--- config.mk ---
export PLATFORM = sky130hd
export DESIGN_NAME = lpv_coef_mem
export DESIGN_NICKNAME = d
export VERILOG_FILES = /design/src/hw/rtl/lpv_pkg.sv /design/src/hw/rtl/lpv_coef_mem.sv
export SDC_FILE = /design/constraint.sdc
export NUM_CORES = 2
export LEC_CHECK = 0
export ABC_AREA = 0
export BUFFER_PORTS_ARGS = -buffer_cell sky130_fd_sc_hd__buf_4
export CORE_MARGIN = 3
export CORE_UTILIZATION = 26
export DETAILED_ROUTE_END_ITERATION = 10
export SLEW_MARGIN = 5
export SYNTH_ARGS = -nofsm -noshare
export SYNTH_HDL_FRONTEND = slang
export SYNTH_SLANG_ARGS = --single-unit
--- constraint.sdc ---
create_clock -name i_clk -period 3.4 [get_ports i_clk]
set_input_delay 0.68 -clock i_clk [delete_from_list [all_inputs] [get_ports i_clk]]
set_output_delay 0.68 -clock i_clk [all_outputs]
set_load 0.01 [all_outputs]
--- src/hw/rtl/lpv_pkg.sv ---
// shared types and constants of the scheduled inverse iir filter
`default_nettype none
package lpv_pkg;

    localparam int N_POINTS    = 8;
    localparam int SLOT_W      = 3;
    localparam int NA_MAX      = 8;
    localparam int NB_MAX      = 7;
    localparam int DLY_MAX     = 7;
    localparam int HIST_LEN    = NA_MAX + DLY_MAX;
    localparam int COEF_IDX_W  = 3;
    localparam int COEF_ADDR_W = SLOT_W + COEF_IDX_W;
    localparam int COEF_DEPTH  = 1 << COEF_ADDR_W;
    localparam int NUM_W       = 52;
    localparam int DVD_W       = NUM_W + 16;
    localparam int STEP_W      = 7;
    localparam int FRAC_W      = 30;
    localparam int PADDR_W     = 3;

    typedef enum logic [2:0] {
        MODE_SAMPLE  = 3'd0,
        MODE_KEY     = 3'd1,
        MODE_DELAY   = 3'd2,
        MODE_COEF_A  = 3'd3,
        MODE_COEF_B  = 3'd4
    } t_mode;

    typedef enum logic [1:0] {
        ST_OK      = 2'd0,
        ST_EMPTY   = 2'd1,
        ST_B0_ZERO = 2'd2,
        ST_SAT     = 2'd3
    } t_status;

    localparam logic [PADDR_W-3:0] REG_OUTPUT_ORDER = 1'b0;
    localparam logic [PADDR_W-3:0] REG_INPUT_ORDER  = 1'b1;

    typedef struct packed {
        logic [3:0] output_order;
        logic [2:0] input_order;
    } t_cfg;

    typedef struct packed {
        logic                   en;
        logic                   sel_b;
        logic [COEF_ADDR_W-1:0] addr;
        logic [31:0]            data;
    } t_coef_wr;

endpackage
`default_nettype wire

--- src/hw/rtl/lpv_coef_mem.sv ---
// a and b coefficient memories, two registered read ports each
`default_nettype none
module lpv_coef_mem (
    input  wire logic                            i_clk,
    input  wire logic                            i_rst_n,
    input  wire lpv_pkg::t_coef_wr               i_wr,
    input  wire logic [lpv_pkg::COEF_ADDR_W-1:0] i_addr_lo,
    input  wire logic [lpv_pkg::COEF_ADDR_W-1:0] i_addr_hi,
    output logic signed [31:0]                   o_a_lo,
    output logic signed [31:0]                   o_a_hi,
    output logic signed [31:0]                   o_b_lo,
    output logic signed [31:0]                   o_b_hi
);
    logic [31:0] r_a_mem [lpv_pkg::COEF_DEPTH];
    logic [31:0] r_b_mem [lpv_pkg::COEF_DEPTH];
    logic [lpv_pkg::COEF_DEPTH-1:0] r_a_vld;
    logic [lpv_pkg::COEF_DEPTH-1:0] r_b_vld;

    always_ff @(posedge i_clk) begin
        if (i_wr.en && !i_wr.sel_b) begin
            r_a_mem[i_wr.addr] <= i_wr.data;
        end
        if (i_wr.en && i_wr.sel_b) begin
            r_b_mem[i_wr.addr] <= i_wr.data;
        end
    end

    // entries never written read as zero
    always_ff @(posedge i_clk) begin
        if (!i_rst_n) begin
            r_a_vld <= '0;
            r_b_vld <= '0;
        end else if (i_wr.en) begin
            if (i_wr.sel_b) begin
                r_b_vld[i_wr.addr] <= 1'b1;
            end else begin
                r_a_vld[i_wr.addr] <= 1'b1;
            end
        end
    end

    always_ff @(posedge i_clk) begin
        o_a_lo <= r_a_vld[i_addr_lo] ? r_a_mem[i_addr_lo] : 32'sd0;
        o_a_hi <= r_a_vld[i_addr_hi] ? r_a_mem[i_addr_hi] : 32'sd0;
        o_b_lo <= r_b_vld[i_addr_lo] ? r_b_mem[i_addr_lo] : 32'sd0;
        o_b_hi <= r_b_vld[i_addr_hi] ? r_b_mem[i_addr_hi] : 32'sd0;
    end
endmodule
`default_nettype wire

## After elaboration in Yosys (flattened, before gate mapping)

Memory sizes are Yosys's and may differ from the RTL's. A register that Yosys moved wholly into a read port is not among the register bits.
Index checks and enable logic that the tools add are counted.

- Register bits after elaboration: 128
- Bits in writable memories: 4096
- Word-level logic and storage cells: 35
- Memories kept: 2

Memory list:

| name | words | bits a word | read ports | clocked after Yosys merged registers in | wr ports | line | RTL |
|---|---|---|---|---|---|---|---|
| r_a_mem | 64 | 32 | 2 | 2 | 1 | lpv_coef_mem.sv:14 | `logic [31:0] r_a_mem [lpv_pkg::COEF_DEPTH];` |
| r_b_mem | 64 | 32 | 2 | 2 | 1 | lpv_coef_mem.sv:15 | `logic [31:0] r_b_mem [lpv_pkg::COEF_DEPTH];` |

- Order comparisons: 4
- Multiplexer cells: 14
- Bitwise operators: 3
- Reductions and logical operators: 10

Operators by type and width:

| cell | number |
|---|---|
| $or 64x64->64 | 2 |
| $bmux 1 s6 | 4 |
| $lt 6x7->1 const B | 3 |
| $mux 1 | 9 |
| $demux 1 s6 | 1 |
| $ge 6x1->1 const B | 1 |
| $logic_not 1->1 | 5 |
| $reduce_and 2->1 | 2 |
| $logic_and 1x1->1 | 3 |
| $not 1->1 | 1 |

## Logic depth before layout (Yosys ltp)

- Depth after elaboration: 5
- Gate-level depth with buffers: 14
- Gate-level depth less buffers: 6

## Worst setup path before layout

No wires, ideal clock.

- Path type: input to register
- From: in i_wr[34] in the netlist's numbering
- To: mem r_a_mem[44][0] (enable)
- Setup time: 0.423 ns
- Data arrival time: 3.143 ns
- Path slack: -0.166 ns
- Stages: 6
- Buffers on the path: 2
- Path through: clkbuf_1 -> or3b_2 -> clkbuf_1 -> inv_1 -> nand2_1 -> nor2_1

RTL lines:

| item | line | RTL |
|---|---|---|
| start: declaration | lpv_coef_mem.sv:6 | `input wire lpv_pkg::t_coef_wr i_wr,` |
| end: declaration | lpv_coef_mem.sv:14 |  |

Straight into the memory's write port.

## Worst setup path after layout

- From: reg o_a_lo[30] (read register of r_a_mem)
- To: out o_a_lo[30]

RTL lines:

| item | line | RTL |
|---|---|---|
| start: declaration | lpv_coef_mem.sv:9 | `output logic signed [31:0] o_a_lo,` |

No word-level cell between the ends.

==> flow_metrics.tcl <==
set metrics [dict create \
    status "finished, final reports clean" \
    drt-initial-drc-count 18600 \
    synth_flop_cell "edfxtp_1" \
    critPathBufInv 1 \
    syn_area_per_cell_sq_um 20.2 \
    worstPathRequired_ps 2720 \
    cts.htree.levels 5 \
    final_util_pct 30.9 \
    fin_ws_ps 507 \
    cts_sinks 4352 \
    hold_path.startpoint "i_wr[27]" \
    min_path_type "input pin to flop" \
    critPathKind "flop to output pin" \
    grt_usage_pct 17.9 \
    hold_violations 0 \
    cts_made_buffers 412 \
    avgRoutedWirePerCell_um 34.3 \
    grt_pass1_vias 115000 \
    drv_cap 0 \
    ys_seq_area_share_pct 64.9 \
    syn2layout_area_growth_pct 18.4 \
    setup_viol 0 \
    cts.clk_slew.worst_paths_ps 70 \
    ctsHoldBuffers 4 \
    coreArea_sq_mm 0.756 \
    via_per_inst 5.54 \
    final_antenna_net_count 0 \
    cts_tree "done" \
    start_util_pct 26.1 \
    timing.final.crit_share_pct 85.1 \
    final_common_cell "edfxtp_1" \
    cts_buffer_depth 4 \
    finalClockSkew_ps 51.2 \
    final_cell_area_sq_mm 0.234 \
    placed_area_sq_mm 0.220 \
    grt_overflow_total 0 \
    async_flop_share_pct 0 \
    grt_antenna_before_repair 59 \
    yosysWarnings 0 \
    die_width_um 878 \
    hpwl_um 439000 \
    rows 319 \
    dr.pass1.iters 6 \
    grt_max_degree 129 \
    ys_types 42 \
    num_io_pins 182 \
    syn_area_sq_mm 0.198 \
    crit_chain "buf_4" \
    grt_pass1_wl_um 972000 \
    drive_above_1_share_pct 36.4 \
    slowest_stage "dfxtp_1" \
    ys_seq_elements 4352 \
    num-fill-cells 72400 \
    ir_drop_mv 0.439 \
    worstSetupEndpointType "output pin" \
    cpPeakStageDelay_ps 910 \
    r2r-start "r_a_vld[47]$_SDFFE_PN0P_" \
    cts-root-buf "clkbuf_16" \
    port-buffer-count 181 \
    cts_setup_buffers 0 \
    cp_max_fo 1 \
    clkLatencyLatePin_ps 1070 \
    powerDensity_mw_per_mm2 498 \
    leakagePower_uw 0.0737 \
    cp-start-kind "flop" \
    pre_cts_slack_ps -57.9 \
    tightestPinTransition_ps 1240 \
    gp_congestion 0.833 \
    slew_headroom_pct 17.2 \
    synth_edf_count 4096 \
    crit_family "flip-flops" \
    cts_resized 0 \
    fmax_mhz 346 \
    final_cell_mix "edfxtp_1, mux4_2, mux2i_1, buf_4, a22oi_1" \
    routed_wl_um 717000 \
    finalMaxSlewViolations 0 \
    num-nets-final 10500 \
    period_minus_slack_ps 2890 \
    die-area_sq_mm 0.770 \
    worstPathArrival_ps 2210 \
    startpoint "o_a_lo[30]$_SDFF_PN0_" \
    synth_cells 9760 \
    synth_nets 9814 \
    rsz0062_at_grt "false" \
    drc 0 \
    die-height_um 878 \
    vias 116000 \
    whs_ps 92.1 \
]
==> kinds of logic after synthesis <==
logic type,Yosys count,share of synthesized area [%]
mux,2902,27.5
simple gates,543,1.41
compound gates,1163,4.21
flops,4352,64.9
buf+inv,800,2.07
==> final timing paths <==
path	endpoint	slack (ps)	cells after the start
worst max register to register	o_a_lo[7]$_SDFF_PN0_	690	7
worst min register to register	r_a_vld[19]$_SDFFE_PN0P_	480	1
worst max-delay path	o_a_lo[30]	510	1
worst min-delay path	r_b_mem[49][27]$_DFFE_PP_	90	1
==> report_power, final <==
group / total [uW] / switching [uW] / internal (uW)
registers: 58800 / 103 / 58700
logic: 9730 / 5690 / 4040
clock network: 48000 / 21200 / 26800
==> synthesized netlist by cell type, types with 3 or more instances <==
library cell	count	area, sq um
inv_1	11	41.3
buf_8	5	75.1
mux2_2	52	586
buf_4	104	781
a32oi_1	45	394
nand3b_1	7	52.6
mux2i_1	841	8420
a221oi_1	45	394
or3_1	3	18.8
o22ai_1	110	688
o21a_1	128	961
clkbuf_1	340	1280
buf_6	42	473
o31ai_1	17	128
nand2b_1	52	325
a21oi_1	163	816
nor2b_1	42	263
or3b_1	13	114
dfxtp_1	256	5120
mux4_2	2009	45200
buf_2	242	1210
nand3_1	5	25.0
or3b_2	35	307
nor4_2	15	188
nand2_1	183	687
and2_1	21	131
buf_1	54	203
a211oi_1	18	135
edfxtp_1	4096	123000
nor2_1	143	537
nor3_1	19	95.1
a22o_1	4	35.0
o32ai_1	4	35.0
a22oi_1	627	4710
==> routing by layer <==
| metal | wire (um) | GRT usage, % | part of all wire (%) | vias up |
|---|---|---|---|---|
| li1 | - | - | - | 43900 |
| met1 | 271000 | 23.7 | 38 | 63000 |
| met2 | 332000 | 28.2 | 46 | 7860 |
| met3 | 76100 | 3.95 | 11 | 1282 |
| met4 | 38000 | 8.20 | 5.3 | 16 |
| met5 | 110 | 0.00620 | 0.015 | - |
==> area by class of cell <==
cell class | instances | area, sq um | share of cell area [%]
antenna | 15 | 37.5 | 0.0161
tap | 10100 | 12700 | 5.41
clock buffer | 539 | 11100 | 4.76
multi-input combinational | 4608 | 66500 | 28.4
timing repair buffer | 1068 | 12700 | 5.45
inverter | 11 | 41.3 | 0.0177
sequential | 4352 | 128000 | 54.8
clock inverter | 233 | 2630 | 1.12
==> metrics by stage <==
step | total power, uW | instances | setup TNS (ps)
after CTS | 117000 | 20900 | 0
after global routing | 120000 | 20900 | 0
after global placement | 69700 | 20100 | -265
after floorplan | 65300 | 9760 | -129000
after detailed placement | 69700 | 20100 | -106
final | 117000 | 20900 | 0
==> registers in the layout, indices dropped and copies added (netlist names) <==
signal   cells
o_a_hi      32
o_a_lo      32
o_b_hi      32
o_b_lo      32
r_a_mem   2048
r_a_vld     64
r_b_mem   2048
r_b_vld     64
Power figures use the tool's default switching activity.
