$ cat src/hw/rtl/lpv_pkg.sv
// shared types and constants of the scheduled inverse iir filter
`default_nettype none
package lpv_pkg;

    localparam int N_POINTS    = 8;
    localparam int SLOT_W      = 3;
    localparam int NA_MAX      = 8;
    localparam int NB_MAX      = 7;
    localparam int DLY_MAX     = 7;
    localparam int HIST_LEN    = NA_MAX + DLY_MAX;
    localparam int COEF_IDX_W  = 3;
    localparam int COEF_ADDR_W = SLOT_W + COEF_IDX_W;
    localparam int COEF_DEPTH  = 1 << COEF_ADDR_W;
    localparam int NUM_W       = 52;
    localparam int DVD_W       = NUM_W + 16;
    localparam int STEP_W      = 7;
    localparam int FRAC_W      = 30;
    localparam int PADDR_W     = 3;

    typedef enum logic [2:0] {
        MODE_SAMPLE  = 3'd0,
        MODE_KEY     = 3'd1,
        MODE_DELAY   = 3'd2,
        MODE_COEF_A  = 3'd3,
        MODE_COEF_B  = 3'd4
    } t_mode;

    typedef enum logic [1:0] {
        ST_OK      = 2'd0,
        ST_EMPTY   = 2'd1,
        ST_B0_ZERO = 2'd2,
        ST_SAT     = 2'd3
    } t_status;

    localparam logic [PADDR_W-3:0] REG_OUTPUT_ORDER = 1'b0;
    localparam logic [PADDR_W-3:0] REG_INPUT_ORDER  = 1'b1;

    typedef struct packed {
        logic [3:0] output_order;
        logic [2:0] input_order;
    } t_cfg;

    typedef struct packed {
        logic                   en;
        logic                   sel_b;
        logic [COEF_ADDR_W-1:0] addr;
        logic [31:0]            data;
    } t_coef_wr;

endpackage
`default_nettype wire

$ cat src/hw/rtl/lpv_cfg.sv
// apb register file for the model orders
`default_nettype none
module lpv_cfg (
    input  wire logic                        i_clk,
    input  wire logic                        i_rst_n,
    input  wire logic                        psel,
    input  wire logic                        penable,
    input  wire logic                        pwrite,
    input  wire logic [lpv_pkg::PADDR_W-1:0] paddr,
    input  wire logic [31:0]                 pwdata,
    output logic [31:0]                      prdata,
    output logic                             pready,
    output lpv_pkg::t_cfg                    o_cfg
);
    lpv_pkg::t_cfg r_cfg;
    logic [lpv_pkg::PADDR_W-3:0] w_idx;

    assign w_idx  = paddr[lpv_pkg::PADDR_W-1:2];
    assign pready = 1'b1;
    assign o_cfg  = r_cfg;

    always_ff @(posedge i_clk) begin
        if (!i_rst_n) begin
            r_cfg.output_order <= 4'd2;
            r_cfg.input_order  <= 3'd2;
        end else if (psel && penable && pwrite) begin
            if (w_idx == lpv_pkg::REG_OUTPUT_ORDER) begin
                r_cfg.output_order <= pwdata[3:0];
            end else begin
                r_cfg.input_order <= pwdata[2:0];
            end
        end
    end

    always_comb begin
        if (w_idx == lpv_pkg::REG_OUTPUT_ORDER) begin
            prdata = {28'd0, r_cfg.output_order};
        end else begin
            prdata = {29'd0, r_cfg.input_order};
        end
    end
endmodule
`default_nettype wire

$ cat config.mk
export PLATFORM = sky130hd
export DESIGN_NAME = lpv_cfg
export DESIGN_NICKNAME = d
export VERILOG_FILES = /design/src/hw/rtl/lpv_pkg.sv /design/src/hw/rtl/lpv_cfg.sv
export SDC_FILE = /design/constraint.sdc
export NUM_CORES = 1
export LEC_CHECK = 0
export ABC_AREA = 1
export BUFFER_PORTS_ARGS = -buffer_cell sky130_fd_sc_hd__buf_2
export CAP_MARGIN = 20
export CORE_AREA = 2 2 53 55
export CTS_BUF_LIST = sky130_fd_sc_hd__clkbuf_8
export DETAILED_ROUTE_END_ITERATION = 16
export DIE_AREA = 0 0 55 57
export GPL_ROUTABILITY_DRIVEN = 1
export PLACE_DENSITY = 0.67
export SLEW_MARGIN = 10
export SYNTH_ARGS = -nofsm -noshare
export SYNTH_HDL_FRONTEND = slang
export SYNTH_SLANG_ARGS = --single-unit
export TNS_END_PERCENT = 100
$ cat constraint.sdc
create_clock -name i_clk -period 1.5 [get_ports i_clk]
set_clock_uncertainty 0.05 [all_clocks]
set_input_delay 0.375 -clock i_clk [delete_from_list [all_inputs] [get_ports i_clk]]
set_output_delay 0.375 -clock i_clk [all_outputs]
set_load 0.05 [all_outputs]
Word-level counts from Yosys, hierarchy flattened
Cells that the tools add are included.

storage, ports and cells
  register bits = 7
  bits in latches = 0
  RAM bits = 0
  ROM bits = 0
  bits of input ports = 40
  output and inout port bits = 40
  word-level logic and storage cells = 8
  memories kept = 0

cells by class
  add/sub/neg operators = 0
  $mul = 0
  divide/modulo/power cells = 0
  $lt $le $gt $ge = 0
  eq/ne operators = 0
  shift-type cells = 0
  multiplexer cells = 1
  bitwise gates (word level) = 1
  reductions and logical operators = 4

operator list
  cell               number
  $mux 4             1
  $reduce_and 2->1   2
  $logic_and 1x1->1  2
  $not 1->1          1

Longest topological paths before layout
Gate-level depths: netlist (run 1).

  depth after elaboration = 3
  gate-level depth with buffers = 5
  depth with buffers taken out = 5

Least setup slack after synthesis (run 1)
No wires, ideal clock.

  path kind = register -> output
  start point = register r_cfg (netlist bit o_cfg[6])
  end point = output prdata[3]
  data arrival time = 1364 ps
  required time = 1075 ps
  path slack = -289 ps
  cell stages (with the launch flop) = 3
  buffers on the path = 0
  path through = dfxtp_1 inv_1 nor2_1

on the way
  cells in the longest elaborated chain, start to end = 1

RTL lines
  element             RTL line       RTL
  start: declaration  lpv_cfg.sv:15  lpv_pkg::t_cfg r_cfg;
  $mux 4              lpv_cfg.sv:36  if (w_idx == lpv_pkg::REG_OUTPUT_ORDER) begin
  end: declaration    lpv_cfg.sv:11  output logic [31:0] prdata,

No other way between the ends.

Worst setup path in the final report (run 1)
  start point = input paddr[2] (netlist bit)
  end point = output prdata[1]

on the way
  cells in the longest elaborated chain, start to end = 1

RTL lines
  element             RTL line       RTL
  start: declaration  lpv_cfg.sv:9   input wire logic [lpv_pkg::PADDR_W-1:0] paddr,
  $mux 4              lpv_cfg.sv:36

No other way between the ends.

==> results of run 1 <==
[layer usage]
metal / vias to the layer above / global-route usage [%] / share of wire [%]
met5: - / 0 / 0
met4: 0 / 7.32 / 3.3
met3: 3 / 2.09 / 10
met2: 30 / 11.7 / 53
met1: 196 / 7.27 / 33
li1: 247 / - / -
[Yosys cell counts]
cell type	n
buf_4	29
nor2_1	11
nand3_4	1
conb_1	2
dfxtp_1	7
nor2_4	3
inv_1	5
buf_6	1
inv_6	1
o21ai_1	2
nand3_1	7
nand2_1	17
[final timing paths]
| path | depth (start not counted) | startpoint | end | slack [ns] |
|---|---|---|---|---|
| worst min register to register | 2 | o_cfg[1]$_SDFFE_PN1P_ | o_cfg[1]$_SDFFE_PN1P_ | 0.42 |
| worst min-delay path | 3 | pwdata[1] | o_cfg[1]$_SDFFE_PN1P_ | 0.32 |
| worst max-delay path | 4 | paddr[2] | prdata[1] | 0.06 |
| worst max register to register | 2 | o_cfg[3]$_SDFFE_PN0P_ | o_cfg[3]$_SDFFE_PN0P_ | 0.87 |
[worst max-delay path, delay by kind of cell]
family,cells,cell delay [ns]
buffers and inverters,2,0.48
AND/OR/NAND/NOR,2,0.15
[final cells by class]
class | instances | area [sq um]
Clock buffer | 3 | 41.3
Clock inverter | 1 | 3.75
Fill cell | 304 | 1920
Timing Repair Buffer | 22 | 115
Sequential cell | 7 | 146
Tap cell | 31 | 38.8
Multi-Input combinational cell | 70 | 318
Inverter | 6 | 27.5
[through the flow]
| stage | util (%) | std cells | instance area, sq um |
|---|---|---|---|
| global route | 26.4 | 140 | 691 |
| floorplan | - | 113 | 721 |
| global placement | 24.7 | 136 | 646 |
| detailed placement | 24.7 | 136 | 646 |
| finish | 26.4 | 140 | 691 |
| CTS | 26.4 | 140 | 691 |
[power groups by stage]
stage	sequential (mW)	combinational (mW)	clock, mW
floorplan	0.225	0.272	0
global placement	0.202	0.270	0
detailed placement	0.202	0.271	0
CTS	0.199	0.271	0.274
global route	0.199	0.285	0.285
finish	0.199	0.270	0.266
[cell families after synthesis]
logic type             count (synthesis)  share of synthesized area [%]
and+or+nand+nor                       39                           31.6
buffers and inverters                 36                           42.4
DFF                                    7                           23.1
AOI/OAI and AO/OA                      2                           1.65
other                                  2                           1.24
==> impl_metrics.toml, run 1 <==
[yosys]
synthTopCellsByArea = "buf_4 (36%), dfxtp_1 (23%), nand2_1 (11%), nor2_1 (6.8%), nand3_1 (5.8%)"
synth_area_sq_um = 606
synth.distinct_cells = 12
synth_top_cell_by_area = "buf_4"
ys_seq_elements = 7
syn_inst = 86
yosysWarnings = 0
synth_top_area_share_pct = 36.0
syn_avg_cell_area_sq_um = 7.04
ys_seq_area_share_pct = 23.1

[power]
pwr-share-clk_pct = 36.1
p_leak_nw = 0.383
finalPower_uw = 735
pwr-share-seq_pct = 27.1
peakVddDrop_uv = 290
combPwrFrac_pct = 36.8
switching_share_pct = 44.9
internal_power_uw = 405
powerDensity_nw_per_um2 = 1060
p_switching_uw = 330

[global_routing]
antenna_found_initial = 0
grt_pass1_wl_microns = 1590
grt_pass1_vias = 397
grt-ovfl-total = 0
track_usage_pct = 7.41
grt_max_degree = 9

[worst_setup_path]
critPathLaunchType = "input port"
crit_path_top_delay_cell = "buf_2"
crit_fanout = 8
cpPeakStageDelay_ns = 0.25
crit_chain = "buf_2 > nand2_1 > nand2_1 > buf_2"
critPathArrivalTime_ns = 1.01
worstPathRequired_ns = 1.07
critPathCaptureType = "primary output"
critical_path_class = "input port to primary output"

[detailed_routing]
vias = 476
drc = 0
ant_nets = 0
drt_first_pass_iters = 4
detail_route.wl_per_cell_microns = 7.46
drtIter0Drc = 8
routed_wirelength_microns = 1050
viasPerCell = 3.40

[clock_tree]
cts.sink_count = 7
ctsResizeCount = 0
cts_made_buffers = 3
clock_path_buffers = 2
cts_tree = "done"
cts.clk_slew.worst_paths_ns = 0.04
clock_latency_ns = 0.23
cts_hold_buf = 0
clockRootBuffer = "clkbuf_8"
h-tree-depth = 1
post_cts.repair.setup_buffers = 0

[finish]
diodes = 0
final_common_cell = "conb_1"
drive_gt1_share_pct = 33.0
areaGrowthSynthToFinish_pct = 14.0
finalNetCount = 150
layout_common_cells = "conb_1 (29), buf_2 (20), nand2_1 (17)"
largest_reg_flops = 7

[run]
max_cap_viol_count = 0

[sta]
min_period_over_period_pct = 95.8
whs_ns = 0.321
max_freq_mhz = 696
finalSetupViolCount = 0
rsz0062_at_grt = "no"
drv_slew = 0
finalWorstSetupSlack_ns = 0.0635
tns_ns = 0
fin_crit_ns = 1.44
final-hold-violation-count = 0

[die]
die_y_microns = 57
start_util_pct = 23.2
core-area_sq_um = 2620
ios = 80
dieArea_sq_um = 3140
num_rows = 19
die_w_microns = 55

[place]
routabilityCongestion = 0.682
hpwl_microns = 920
numPortBuffers = 20
dp_slack_ns = 0.0523

[run_status]
status = "finished clean"

[hold_path]
hp-class = "input port to flip-flop"
No activity file was read; power rests on OpenSTA's default activity.
==> run 2: changes to the inputs <==
--- a/config.mk
+++ b/config.mk
@@ -5,15 +5,16 @@
 export SDC_FILE = /design/constraint.sdc
 export NUM_CORES = 1
 export LEC_CHECK = 0
-export ABC_AREA = 1
+export ABC_AREA = 0
+export ABC_CLOCK_PERIOD_IN_PS = 1570
 export BUFFER_PORTS_ARGS = -buffer_cell sky130_fd_sc_hd__buf_2
 export CAP_MARGIN = 20
-export CORE_AREA = 2 2 53 55
+export CORE_AREA = 2 2 50 52
 export CTS_BUF_LIST = sky130_fd_sc_hd__clkbuf_8
 export DETAILED_ROUTE_END_ITERATION = 16
-export DIE_AREA = 0 0 55 57
+export DIE_AREA = 0 0 52 54
 export GPL_ROUTABILITY_DRIVEN = 1
-export PLACE_DENSITY = 0.67
+export PLACE_DENSITY = 0.71
 export SLEW_MARGIN = 10
 export SYNTH_ARGS = -nofsm -noshare
 export SYNTH_HDL_FRONTEND = slang
==> constraint.sdc (replaced) <==
create_clock -name i_clk -period 1.57 [get_ports i_clk]
set_clock_uncertainty 0.05 [all_clocks]
set_input_delay 0.3925 -clock i_clk [delete_from_list [all_inputs] [get_ports i_clk]]
set_output_delay 0.3925 -clock i_clk [all_outputs]
set_load 0.05 [all_outputs]
==> impl_metrics.toml, run 2 <==
[detailed_routing]
vias = 378
drtIter0Drc = 2
detail_route.wl_per_cell_microns = 7.99
viasPerCell = 3.32
drt_first_pass_iters = 4
ant_nets = 0
routed_wirelength_microns = 911
drc = 0

[sta]
fin_crit_ns = 1.54
tns_ns = 0
finalSetupViolCount = 0
min_period_over_period_pct = 97.8
max_freq_mhz = 651
rsz0062_at_grt = "no"
final-hold-violation-count = 0
drv_slew = 0

[global_routing]
track_usage_pct = 6.12
antenna_found_initial = 0
grt_pass1_vias = 286
grt-ovfl-total = 0
grt_pass1_wl_microns = 1210
grt_max_degree = 12

[die]
ios = 80
dieArea_sq_um = 2810
core-area_sq_um = 2320
num_rows = 18
start_util_pct = 23.8
die_y_microns = 54
die_w_microns = 52

[worst_setup_path]
regToRegStartpoint = "o_cfg[4]$_SDFFE_PN1P_"
r2r_slack_ns = 0.91
crit_path_top_delay_cell = "mux2_2"
path_common_cell = "buf_2"
critical_path_class = "input port to primary output"
critPathCaptureType = "primary output"
critPathLaunchType = "input port"
crit_chain = "buf_2 > mux2_2 > buf_2"
cpPeakStageDelay_ns = 0.34
critPathArrivalTime_ns = 1.09
crit_fanout = 6
worstPathRequired_ns = 1.13
reg2reg_to = "o_cfg[4]$_SDFFE_PN1P_"
reg2regPathDepth = 2

[yosys]
yosys-top-cells-count = "buf_4 (29), nand2_1 (8), dfxtp_1 (7), mux2i_1 (7)"
synth_top_cell_by_area = "buf_4"
syn_avg_cell_area_sq_um = 8.62
synthTopCellsByArea = "buf_4 (39%), dfxtp_1 (25%), mux2i_1 (13%), mux2_2 (6.1%), nand2_1 (5.4%)"
synth.most_common_cell = "buf_4"
synth.distinct_cells = 12
synth_top_area_share_pct = 39.5
synth_edf_count = 0
syn_inst = 64
ys_seq_elements = 7
synth_area_sq_um = 552
ys_async_sr_fraction_pct = 0
synth_ff_type = "dfxtp_1"
yosysWarnings = 0
ys_seq_area_share_pct = 25.4

[finish]
final_common_cell = "conb_1"
layout_common_cells = "conb_1 (29), buf_2 (18), nand2_1 (8)"
diodes = 0
largest_reg_flops = 7
finalNetCount = 125
ff_latch_area_sq_um = 140
areaGrowthSynthToFinish_pct = 11.3
drive_gt1_share_pct = 32.1
multi_input_area_sq_um = 287
fillers = 263

[hold_path]
hold_depth = 3
hold_end = "o_cfg[6]$_SDFFE_PN0P_"
hp-class = "input port to flip-flop"
hold_start = "pwdata[3]"

[run]
max_cap_viol_count = 0

[clock_tree]
cts.clk_slew.worst_paths_ns = 0.04
clock_path_buffers = 2
cts.sink_count = 7
clock_latency_ns = 0.22
cts_hold_buf = 0
h-tree-depth = 1
clockRootBuffer = "clkbuf_8"
cts_tree = "done"
cts_made_buffers = 3

[power]
peakVddDrop_uv = 257
finalPower_uw = 637
powerDensity_nw_per_um2 = 1040
p_leak_nw = 0.343

[place]
routabilityCongestion = 0.609
numPortBuffers = 20
hpwl_microns = 791

[run_status]
status = "finished clean"
[run 2: changes by cell type in the layout (fill, tap and decap cells not counted), moves of 5 or more]
cell     before  now
inv_1         6    1
nand2_1      17    8
dfxtp_2       5    0
nand3_1       7    0
mux2i_1       0    7
nor2_1       10    0
dfxtp_1       2    7
[run 2: final cells by class]
class | instances | area share [%]
multi-input cells | 53 | 46.6
flip-flops and latches | 7 | 22.8
repair buffers | 20 | 17.1
clock buffers | 3 | 6.72
well taps | 30 | 6.11
clock inverters | 1 | 0.611
[run 2: power breakdown]
| part | switching (mW) | total, mW | internal, mW |
|---|---|---|---|
| logic | 0.190 | 0.213 | 0.0221 |
| clock network | 0.0704 | 0.239 | 0.168 |
| registers | 0.00265 | 0.185 | 0.183 |
[run 2: logic make-up (layout without fill, tap and decap cells)]
| kind of cell | count (synthesis) | in the layout | share of synthesized area [%] |
|---|---|---|---|
| buffers and inverters | 31 | 24 | 41.0 |
| and+or+nand+nor | 14 | 14 | 13.4 |
| other | 2 | 29 | 1.36 |
| muxes | 10 | 10 | 18.8 |
| DFF | 7 | 7 | 25.4 |
[run 2: timing repair]
action,4_1_cts,5_1_grt
gates resized for setup,0,4
setup buffers,0,0
setup endpoints to repair,0,2
[run 2: layer usage]
layer / GRT usage [%] / routed length (microns) / vias up
li1: - / - / 184
met1: 6.61 / 349 / 169
met2: 10.5 / 476 / 25
met3: 1.67 / 85 / 0
met4: 3.95 / 0 / 0
met5: 0 / 0 / -
[run 2: stage by stage]
| stage | hold WS (ns) | setup slack [ns] | cell area, sq um | util, % | instances |
|---|---|---|---|---|---|
| 2_1_floorplan | 0.485 | 0.0786 | 653 | - | 91 |
| 3_3_place_gp | 0.404 | 0.0189 | 564 | 24.3 | 110 |
| 3_5_place_dp | 0.412 | 0.0171 | 564 | 24.3 | 110 |
| 4_1_cts | 0.374 | 0.0167 | 609 | 26.3 | 114 |
| 5_1_grt | 0.409 | 0.00621 | 614 | 26.5 | 114 |
| 6_report | 0.371 | 0.0340 | 614 | 26.5 | 114 |
[run 2: worst max-delay path, delay by kind of cell]
family | cells | cell delay (ns)
buffers and inverters | 2 | 0.36
multiplexers | 1 | 0.34
[run 2: worst max-delay path by stage]
stage | endpoint | cells past startpoint | startpoint
2_1_floorplan | prdata[1] | 1 | o_cfg[1]$_SDFFE_PN1P_
3_3_place_gp | prdata[1] | 3 | paddr[2]
3_5_place_dp | prdata[1] | 3 | paddr[2]
4_1_cts | prdata[1] | 3 | paddr[2]
5_1_grt | prdata[0] | 3 | paddr[2]
6_report | prdata[0] | 3 | paddr[2]
