## config.mk

```make
export PLATFORM = sky130hd
export DESIGN_NAME = lpv_div
export DESIGN_NICKNAME = d
export VERILOG_FILES = /design/src/hw/rtl/lpv_pkg.sv /design/src/hw/rtl/lpv_div.sv
export SDC_FILE = /design/constraint.sdc
export NUM_CORES = 1
export LEC_CHECK = 0
export BUFFER_PORTS_ARGS = -buffer_cell sky130_fd_sc_hd__buf_2
export CAP_MARGIN = 20
export CORE_MARGIN = 2
export CORE_UTILIZATION = 35
export CTS_CLUSTER_DIAMETER = 100
export DETAILED_ROUTE_END_ITERATION = 7
export GPL_TIMING_DRIVEN = 1
export PLACE_DENSITY = 0.5
export SKIP_LAST_GASP = 1
export SYNTH_ARGS = -nofsm -noshare
export SYNTH_HDL_FRONTEND = slang
export SYNTH_SLANG_ARGS = --single-unit
```

## constraint.sdc

```tcl
create_clock -name i_clk -period 12.9 [get_ports i_clk]
set_input_delay 2.58 -clock i_clk [delete_from_list [all_inputs] [get_ports i_clk]]
set_output_delay 2.58 -clock i_clk [all_outputs]
set_load 0.05 [all_outputs]
```

## src/hw/rtl/lpv_pkg.sv

```systemverilog
// shared types and constants of the scheduled inverse iir filter
`default_nettype none
package lpv_pkg;

    localparam int N_POINTS    = 8;
    localparam int SLOT_W      = 3;
    localparam int NA_MAX      = 8;
    localparam int NB_MAX      = 7;
    localparam int DLY_MAX     = 7;
    localparam int HIST_LEN    = NA_MAX + DLY_MAX;
    localparam int COEF_IDX_W  = 3;
    localparam int COEF_ADDR_W = SLOT_W + COEF_IDX_W;
    localparam int COEF_DEPTH  = 1 << COEF_ADDR_W;
    localparam int NUM_W       = 52;
    localparam int DVD_W       = NUM_W + 16;
    localparam int STEP_W      = 7;
    localparam int FRAC_W      = 30;
    localparam int PADDR_W     = 3;

    typedef enum logic [2:0] {
        MODE_SAMPLE  = 3'd0,
        MODE_KEY     = 3'd1,
        MODE_DELAY   = 3'd2,
        MODE_COEF_A  = 3'd3,
        MODE_COEF_B  = 3'd4
    } t_mode;

    typedef enum logic [1:0] {
        ST_OK      = 2'd0,
        ST_EMPTY   = 2'd1,
        ST_B0_ZERO = 2'd2,
        ST_SAT     = 2'd3
    } t_status;

    localparam logic [PADDR_W-3:0] REG_OUTPUT_ORDER = 1'b0;
    localparam logic [PADDR_W-3:0] REG_INPUT_ORDER  = 1'b1;

    typedef struct packed {
        logic [3:0] output_order;
        logic [2:0] input_order;
    } t_cfg;

    typedef struct packed {
        logic                   en;
        logic                   sel_b;
        logic [COEF_ADDR_W-1:0] addr;
        logic [31:0]            data;
    } t_coef_wr;

endpackage
`default_nettype wire

```

## src/hw/rtl/lpv_div.sv

```systemverilog
// shared radix-2 restoring divider, dividend fed msb first
`default_nettype none
module lpv_div (
    input  wire logic                       i_clk,
    input  wire logic                       i_rst_n,
    input  wire logic                       i_start,
    input  wire logic [lpv_pkg::DVD_W-1:0]  i_dividend,
    input  wire logic [31:0]                i_divisor,
    input  wire logic [lpv_pkg::STEP_W-1:0] i_steps,
    output logic                            o_done,
    output logic [32:0]                     o_quot,
    output logic                            o_ovf
);
    logic [lpv_pkg::DVD_W-1:0]  r_dvd;
    logic [31:0]                r_dvs;
    logic [31:0]                r_rem;
    logic [32:0]                r_quot;
    logic                       r_ovf;
    logic [lpv_pkg::STEP_W-1:0] r_cnt;
    logic                       r_busy;
    logic                       r_done;
    logic [32:0]                w_rem2;
    logic [32:0]                w_diff;
    logic                       w_ge;

    assign w_rem2 = {r_rem, r_dvd[lpv_pkg::DVD_W-1]};
    assign w_ge   = w_rem2 >= {1'b0, r_dvs};
    assign w_diff = w_rem2 - {1'b0, r_dvs};
    assign o_done = r_done;
    assign o_quot = r_quot;
    assign o_ovf  = r_ovf;

    always_ff @(posedge i_clk) begin
        if (!i_rst_n) begin
            r_busy <= 1'b0;
            r_done <= 1'b0;
        end else begin
            r_done <= 1'b0;
            if (i_start) begin
                r_dvd  <= i_dividend;
                r_dvs  <= i_divisor;
                r_rem  <= '0;
                r_quot <= '0;
                r_ovf  <= 1'b0;
                r_cnt  <= i_steps;
                r_busy <= 1'b1;
            end else if (r_busy) begin
                r_dvd  <= r_dvd << 1;
                r_rem  <= w_ge ? w_diff[31:0] : w_rem2[31:0];
                // quotient bits falling off the top mean saturation anyway
                r_ovf  <= r_ovf | r_quot[32];
                r_quot <= {r_quot[31:0], w_ge};
                r_cnt  <= r_cnt - 1'b1;
                if (r_cnt == lpv_pkg::STEP_W'(1)) begin
                    r_busy <= 1'b0;
                    r_done <= 1'b1;
                end
            end
        end
    end
endmodule
`default_nettype wire

```

# Word-level counts from Yosys, hierarchy flattened
# Index checks and enable logic that the tools add are counted.
# word_totals
word_cells	31
reg_bits	175
output_inout_bits	35
in_bits	110
# classes
magnitude_cmp	1
n_addsub	2
n_eq_ne	1
bitwise	3
muxes	12
reduce_logical	4
# ops
operator	n
$mux 68	2
$mux 32	2
$ge 33x32->1	1
$mux 33	1
$sub 32x32->32	1
$mux 7	2
$eq 7x1->1 const B	1
$sub 7x1->7 const B	1
$mux 1	5
$reduce_and 2->1	2
$reduce_or 3->1	1
$not 1->1	2
$reduce_bool 2->1	1
$or 1x1->1	1

# Depth between registers and ports, before layout
# Gate-level depths: netlist of the first run.
# logic_depth
word_depth	4
mapped_depth	13

# Worst setup path after synthesis of the first run
# Ideal clock, no wire load.
# synth_timing
path_type	input to register
from	in i_start
to	reg r_ovf (netlist: o_ovf) (enable)
arrival_ps	6310
slack_ps	6076
n_path_buf	2
cell_stages	3
setup_time_ps	513
cell_sequence	clkbuf_1 -> clkbuf_1 -> o21a_1
# synth_via
elab_chain_len	2
# synth_rtl
item	line	text
start: declaration	lpv_div.sv:6	input wire logic i_start,
$reduce_bool 2->1 (no source line)	n/a	
$reduce_and 2->1 (no source line)	n/a	
end signal: assignment	lpv_div.sv:51	r_ovf <= r_ovf | r_quot[32];
end: declaration	lpv_div.sv:18	logic r_ovf;
# No other way between the ends.
# A chain may end at the register's enable or synchronous reset.

# Worst setup path in the final report of the first run
# layout_timing
from	in i_start
to	reg r_dvd[7] in the netlist's numbering (enable)
# layout_via
elab_chain_len	2
# layout_rtl
item	line	text
$reduce_bool 2->1 (no source line)	n/a	
$reduce_and 2->1 (no source line)	n/a	
end signal: assignment	lpv_div.sv:40	r_dvd <= i_dividend;
end signal: assignment	lpv_div.sv:48	r_dvd <= r_dvd << 1;
end: declaration	lpv_div.sv:14	logic [lpv_pkg::DVD_W-1:0] r_dvd;
# No other way between the ends.

==> impl_metrics.tcl, run 1 <==
set metrics [dict create \
    cts.htree.levels 4 \
    fin_crit_ns 4.31 \
    path_clk_slew_ns 0.08 \
    powerDensity_nw_per_um2 142 \
    max_stage_delay_ns 0.66 \
    slew_headroom 0.436 \
    synth_compound_area_frac 0.0992 \
    hold_depth 2 \
    die_h_um 164 \
    ys_warn_count 0 \
    fmax_mhz 232 \
    crit_path_end_kind "register" \
    drt_iter0_drc 296 \
    yosys.area_share.simple 0.118 \
    synth_top_cell_by_area "edfxtp_1" \
    cp_slowest_cell "buf_4" \
    hold_viol 0 \
    synth_top_area_frac 0.579 \
    slew_violations 0 \
    remaining_drc_errors 0 \
    cts_hold_buf 0 \
    path_class "in2reg" \
    rsz0062_at_grt "false" \
    period_share 0.334 \
    critPathMaxFanout 54 \
    syn2layout_area_growth_pct 18.1 \
    die_w_um 164 \
    dp.cells 1170 \
    coreArea_um2 25200 \
    tightest_slew_ns 0.847 \
    first_global_vias 5951 \
    min-delay-start "r_busy" \
    highest-signal-layer "met5" \
    hold_path_end "o_done" \
    regArea_um2 5240 \
    insertion_delay_ns 0.43 \
    timing.rr.end "r_rem[27]" \
    n_fill_cell 2427 \
    crit_chain "buf_4, o21a_4, buf_4" \
    skew_ns 0.0124 \
    postRouteAntennaNets 0 \
    synthArstFlopShare 0 \
    vias 5935 \
    first_pass_iters 5 \
    initial_core_util 0.356 \
    antenna_found_initial 9 \
    dieArea_um2 26900 \
    cp_top_family "buffers and inverters" \
    fin_cells 1207 \
    numCtsBuffers 17 \
    maxCapViolCount 0 \
    yosysSeqAreaShare 0.584 \
    ctsLongestPathBuffers 2 \
    place_congestion 0.788 \
    ios 145 \
    nets 1004 \
    synth_cells 725 \
    ys_ff_latch 175 \
    dpl.hpwl_mm 13.1 \
    cts_resized 0 \
    synth_enable_flop_cells 173 \
    cpMostUsedCell "buf_4" \
    total_power_mw 1.50 \
    synth_cell_type_count 62 \
    cts_tree "yes" \
    grt_max_degree 65 \
    ir_drop_v 0.0000772 \
    multi_input_area_um2 3410 \
    worstPathRequired_ns 12.96 \
    synth_adder_area_share 0.0497 \
    drive_gt1_frac 0.302 \
    syn_area_per_cell_um2 12.4 \
    wl_met3_mm 1.63 \
    grt_usage 0.147 \
    clock-sinks 175 \
    syn-cell-area_um2 8970 \
    reg2reg_depth 10 \
    synth_flop_cell "edfxtp_1" \
    dr_wl_met2_mm 8.37 \
    tns_ns 0 \
    cts_setup_buffers 0 \
    arrival_ns 4.37 \
    synth_top_family_by_area "simple AND/OR/NAND/NOR gates" \
    synthMuxAreaShare 0.0875 \
    grt-ovfl-total 0 \
    viasPerCell 4.92 \
    rows 58 \
    wl_per_cell_um 15.8 \
    startpoint_type "primary input" \
    grt_pass1_wl_mm 31.0 \
    timing.rr.start "r_rem[27]" \
    r2r_slack_ns 9.19 \
    synth_area_leaders "edfxtp_1 58%, mux2_2 8.4%, ha_1 4.7%" \
    wl_met1_mm 8.83 \
    io_buffers 144 \
    status "finished, final reports clean" \
    cp_num_buf_inv 2 \
    syn-num-nets 870 \
    drt_wl_total_mm 19.1 \
    leakage_nw 4.11 \
    root_buffer "clkbuf_16" \
    synth_xor_area_frac 0.0254 \
    finalSetupViolations 0 \
    hold_class "reg2reg" \
]
-- report_power, final --
| part | leakage (nW) | internal, mW | switching (mW) |
|---|---|---|---|
| Combinational | 2.16 | 0.117 | 0.175 |
| Clock | 0.281 | 0.260 | 0.256 |
| Sequential | 1.68 | 0.679 | 0.0164 |
| Total | 4.11 | 1.06 | 0.447 |
-- cell usage in the layout (no fill, tap or decap), types with 5 or more instances in the layout --
cell type / netlist / layout
edfxtp_1: 173 / 173
buf_2: 5 / 143
mux2_2: 67 / 67
nand2_1: 65 / 65
a21oi_1: 48 / 48
inv_1: 41 / 41
nor2_1: 36 / 36
nor2b_1: 34 / 34
ha_1: 34 / 34
o21ai_0: 26 / 26
xnor2_1: 21 / 21
clkbuf_16: 0 / 17
nand3_1: 12 / 12
a21o_1: 11 / 11
nand4_1: 10 / 10
a211oi_1: 8 / 8
nand2b_1: 7 / 7
nor3_1: 7 / 7
or3_1: 7 / 7
buf_4: 6 / 7
o211ai_1: 6 / 6
nand3b_1: 6 / 6
diode_2: 0 / 5
xor2_1: 5 / 5
clkinv_8: 0 / 5
-- tightest hold or removal path, cell delays in order (launching register included) --
cell,delay [ns]
dfxtp_1,0.34
nand2_1,0.07
nor3_1,0.04
-- flip-flops by register name, indices dropped and copies added (netlist names) --
| name | count |
|---|---|
| r_dvd | 68 |
| o_quot | 33 |
| r_dvs | 32 |
| r_rem | 32 |
| r_cnt | 7 |
| o_done | 1 |
| o_ovf | 1 |
| r_busy | 1 |
-- cells by family after synthesis --
kind of cell | after synthesis
compound gates | 136
fa+ha+maj | 35
flops | 175
xor+xnor | 26
buf+inv | 76
mux | 70
simple gates | 207
-- worst max-delay path by stage --
stage	start	endpoint	slack, ns	cells past startpoint
after CTS	i_start	r_dvd[7]	8.54	3
after global placement	i_start	r_dvd[16]	8.06	3
after global routing	i_start	r_dvd[7]	8.39	3
final	i_start	r_dvd[7]	8.59	3
after floorplan	i_start	o_ovf	6.08	3
after detailed placement	i_start	r_dvd[15]	8.08	3
-- metal layers --
| metal | vias to the layer above | GRT usage |
|---|---|---|
| met5 | - | 0 |
| met4 | 8 | 0.0423 |
| met3 | 24 | 0.0634 |
| met2 | 133 | 0.219 |
| met1 | 2813 | 0.194 |
| li1 | 2957 | - |
-- synth_stat cells, drive strengths merged, types with 3 or more instances --
library cell and count:
nand2b 7, nand3 12, a311o 3, edfxtp 173
ha 34, xnor2 21, mux2i 3, nor2 36
inv 41, nor3 7, nand4 11, a2111oi 3
buf 15, a211oi 11, a21oi 49, o21a 5
o21bai 4, and2 5, xor2 5, a21o 11
a31oi 3, nand3b 6, or3 7, nand2 66
clkbuf 20, nor4 4, nor3b 3, o21ai 28
o211ai 7, mux2 67, nor2b 34
-- layout make-up --
| cell class | instances | share of cell area |
|---|---|---|
| sequential | 175 | 0.494 |
| multi-input combinational | 474 | 0.322 |
| timing repair buffer | 150 | 0.0725 |
| clock buffer | 17 | 0.0402 |
| tap | 330 | 0.0390 |
| clock inverter | 15 | 0.0159 |
| inverter | 41 | 0.0145 |
| antenna | 5 | 0.00118 |
-- stage by stage --
stage	setup WS, ns	cell area (um2)	util	hold WS, ns
2_1_floorplan	6.08	8970	-	0.421
4_1_cts	8.54	10600	0.420	0.476
6_report	8.59	10600	0.421	0.479
5_1_grt	8.39	10600	0.420	0.492
3_3_place_gp	8.06	9980	0.396	0.474
3_5_place_dp	8.08	9980	0.396	0.477
No activity file was read; power rests on OpenSTA's default activity.
==> run 2: changes to the inputs <==
--- a/config.mk
+++ b/config.mk
@@ -12,7 +12,7 @@
 export CTS_CLUSTER_DIAMETER = 100
 export DETAILED_ROUTE_END_ITERATION = 7
 export GPL_TIMING_DRIVEN = 1
-export PLACE_DENSITY = 0.5
+export PLACE_DENSITY = 0.52
 export SKIP_LAST_GASP = 1
 export SYNTH_ARGS = -nofsm -noshare
 export SYNTH_HDL_FRONTEND = slang
==> constraint.sdc (replaced) <==
create_clock -name i_clk -period 3.9 [get_ports i_clk]
set_input_delay 0.78 -clock i_clk [delete_from_list [all_inputs] [get_ports i_clk]]
set_output_delay 0.78 -clock i_clk [all_outputs]
set_load 0.05 [all_outputs]
==> run 2 against run 1 <==
Net effect:
- clock-buffer cell count unchanged
- critical path depth increased by 7
- global-route usage about the same
- clock power increased to 3.3 times the previous value
- worst setup slack got worse by 8.0 ns
- sequential share of layout area decreased by 0.38 points
- via count decreased by 0.19%
- worst hold slack got worse by 0.025 ns
- combinational power increased to 3.4 times the previous value
- die area unchanged
- highest routed layer unchanged
==> impl_metrics.tcl, run 2 (synthesis gave the netlist of run 1 again) <==
set metrics [dict create \
    status "finished, final reports clean" \
    reg2reg_depth 10 \
    root_buffer "clkbuf_16" \
    insertion_delay_ns 0.43 \
    ctsLongestPathBuffers 2 \
    startpoint_type "register" \
    ios 145 \
    dieArea_um2 26900 \
    cts_hold_buf 0 \
    hold_depth 2 \
    numCtsBuffers 17 \
    fin_crit_ns 3.33 \
    arrival_ns 3.50 \
    viasPerCell 4.90 \
    cts_resized 0 \
    first_global_vias 5949 \
    vias 5924 \
    dpl.hpwl_mm 13.1 \
    drive_gt1_frac 0.303 \
    hold_ws_ns 0.454 \
    die_h_um 164 \
    critPathMaxFanout 8 \
    worstPathRequired_ns 4.08 \
    min-delay-start "r_busy" \
    largest_reg_flops 68 \
    period_share 0.853 \
    syn2layout_area_growth_pct 19.0 \
    cts_tree "yes" \
    fin_cells 1209 \
    tns_ns 0 \
    place_congestion 0.804 \
    hold_class "reg2reg" \
    skew_ns 0.00945 \
    path_class "reg2reg" \
    rsz0062_at_grt "false" \
    io_buffers 144 \
    grt_usage 0.147 \
    die_w_um 164 \
    fmax_mhz 301 \
    wl_per_cell_um 16.0 \
    final_common_cell "edfxtp_1" \
    coreArea_um2 25200 \
    slew_violations 0 \
    r2r_slack_ns 0.57 \
    drt_wl_total_mm 19.3 \
    largest_register "r_dvd" \
    remaining_drc_errors 0 \
    tightest_slew_ns 0.750 \
    leakage_nw 4.15 \
    clock-sinks 175 \
    mostFrequentLayoutCells "173 x edfxtp_1, 143 x buf_2, 67 x mux2_2" \
    cts.htree.levels 4 \
    stdcell_area_um2 10700 \
    powerDensity_nw_per_um2 469 \
    timing.rr.start "r_rem[15]" \
    ir_drop_v 0.000298 \
    finish.utilization 0.424 \
    initial_core_util 0.356 \
    hold_viol 0 \
    drt_iter0_drc 294 \
    worst_slack_ns 0.572 \
    path_clk_slew_ns 0.07 \
    crit_path_end_kind "register" \
    finalSetupViolations 0 \
    cts_setup_buffers 0 \
    postPlaceCellArea_um2 10100 \
    nets 1006 \
    dp.cells 1172 \
    grt_max_degree 158 \
    grt-ovfl-total 0 \
    total_power_mw 5.01 \
    maxCapViolCount 0 \
    antenna_found_initial 9 \
    post-place-ws_ns 0.611 \
    rows 58 \
    hold_path_end "o_done" \
    timing.rr.end "r_rem[18]" \
    slew_headroom 0.500 \
    postRouteAntennaNets 0 \
    first_pass_iters 4 \
    grt_pass1_wl_mm 31.0 \
]
==> run 2: cell count changes in the layout (fill, tap and decap cells not counted), sizes merged <==
cell	before	now
clkinv	8	6
buf	150	152
clkinvlp	2	3
inv	46	47
==> run 2: power breakdown <==
| part | total (mW) | switching (mW) | internal, mW |
|---|---|---|---|
| registers | 2.30 | 0.0536 | 2.24 |
| clock network | 1.72 | 0.860 | 0.865 |
| logic | 0.982 | 0.581 | 0.401 |
==> run 2: worst max path at each step <==
stage	start	endpoint	cells after the start
detailed placement	r_rem[15]	r_rem[18]	10
CTS	r_dvs[16]	r_rem[18]	11
floorplan	i_start	o_ovf	3
global route	r_dvs[16]	r_rem[18]	11
global placement	r_rem[25]	r_rem[18]	10
finish	r_rem[15]	r_rem[18]	10
==> run 2: critical path, stage by stage (launching register included) <==
cell and delay, ns:
edfxtp_1 0.39, ha_1 0.40, a21oi_1 0.36, o21ai_0 0.15, nor3_1 0.30, a211oi_2 0.14
o2111ai_2 0.32, and2_1 0.39, buf_4 0.23, nor4b_1 0.06, a311o_1 0.34
==> run 2: area by class of cell <==
type                    instances  area [um2]
clock buffers                  17         425
inverters                      41         154
multi-input cells             474        3410
diodes                          5        12.5
flip-flops and latches        175        5240
clock inverters                15         173
repair buffers                152         846
fillers                      2439       14500
well taps                     330         413
==> run 2: metal layers <==
metal	part of all wire	global-route usage	vias to the layer above	wire length, um
met5	0.0040	0	-	77
li1	-	-	2952	-
met2	0.44	0.219	126	8550
met4	0.015	0.0435	10	299
met1	0.46	0.193	2808	8950
met3	0.075	0.0631	28	1450
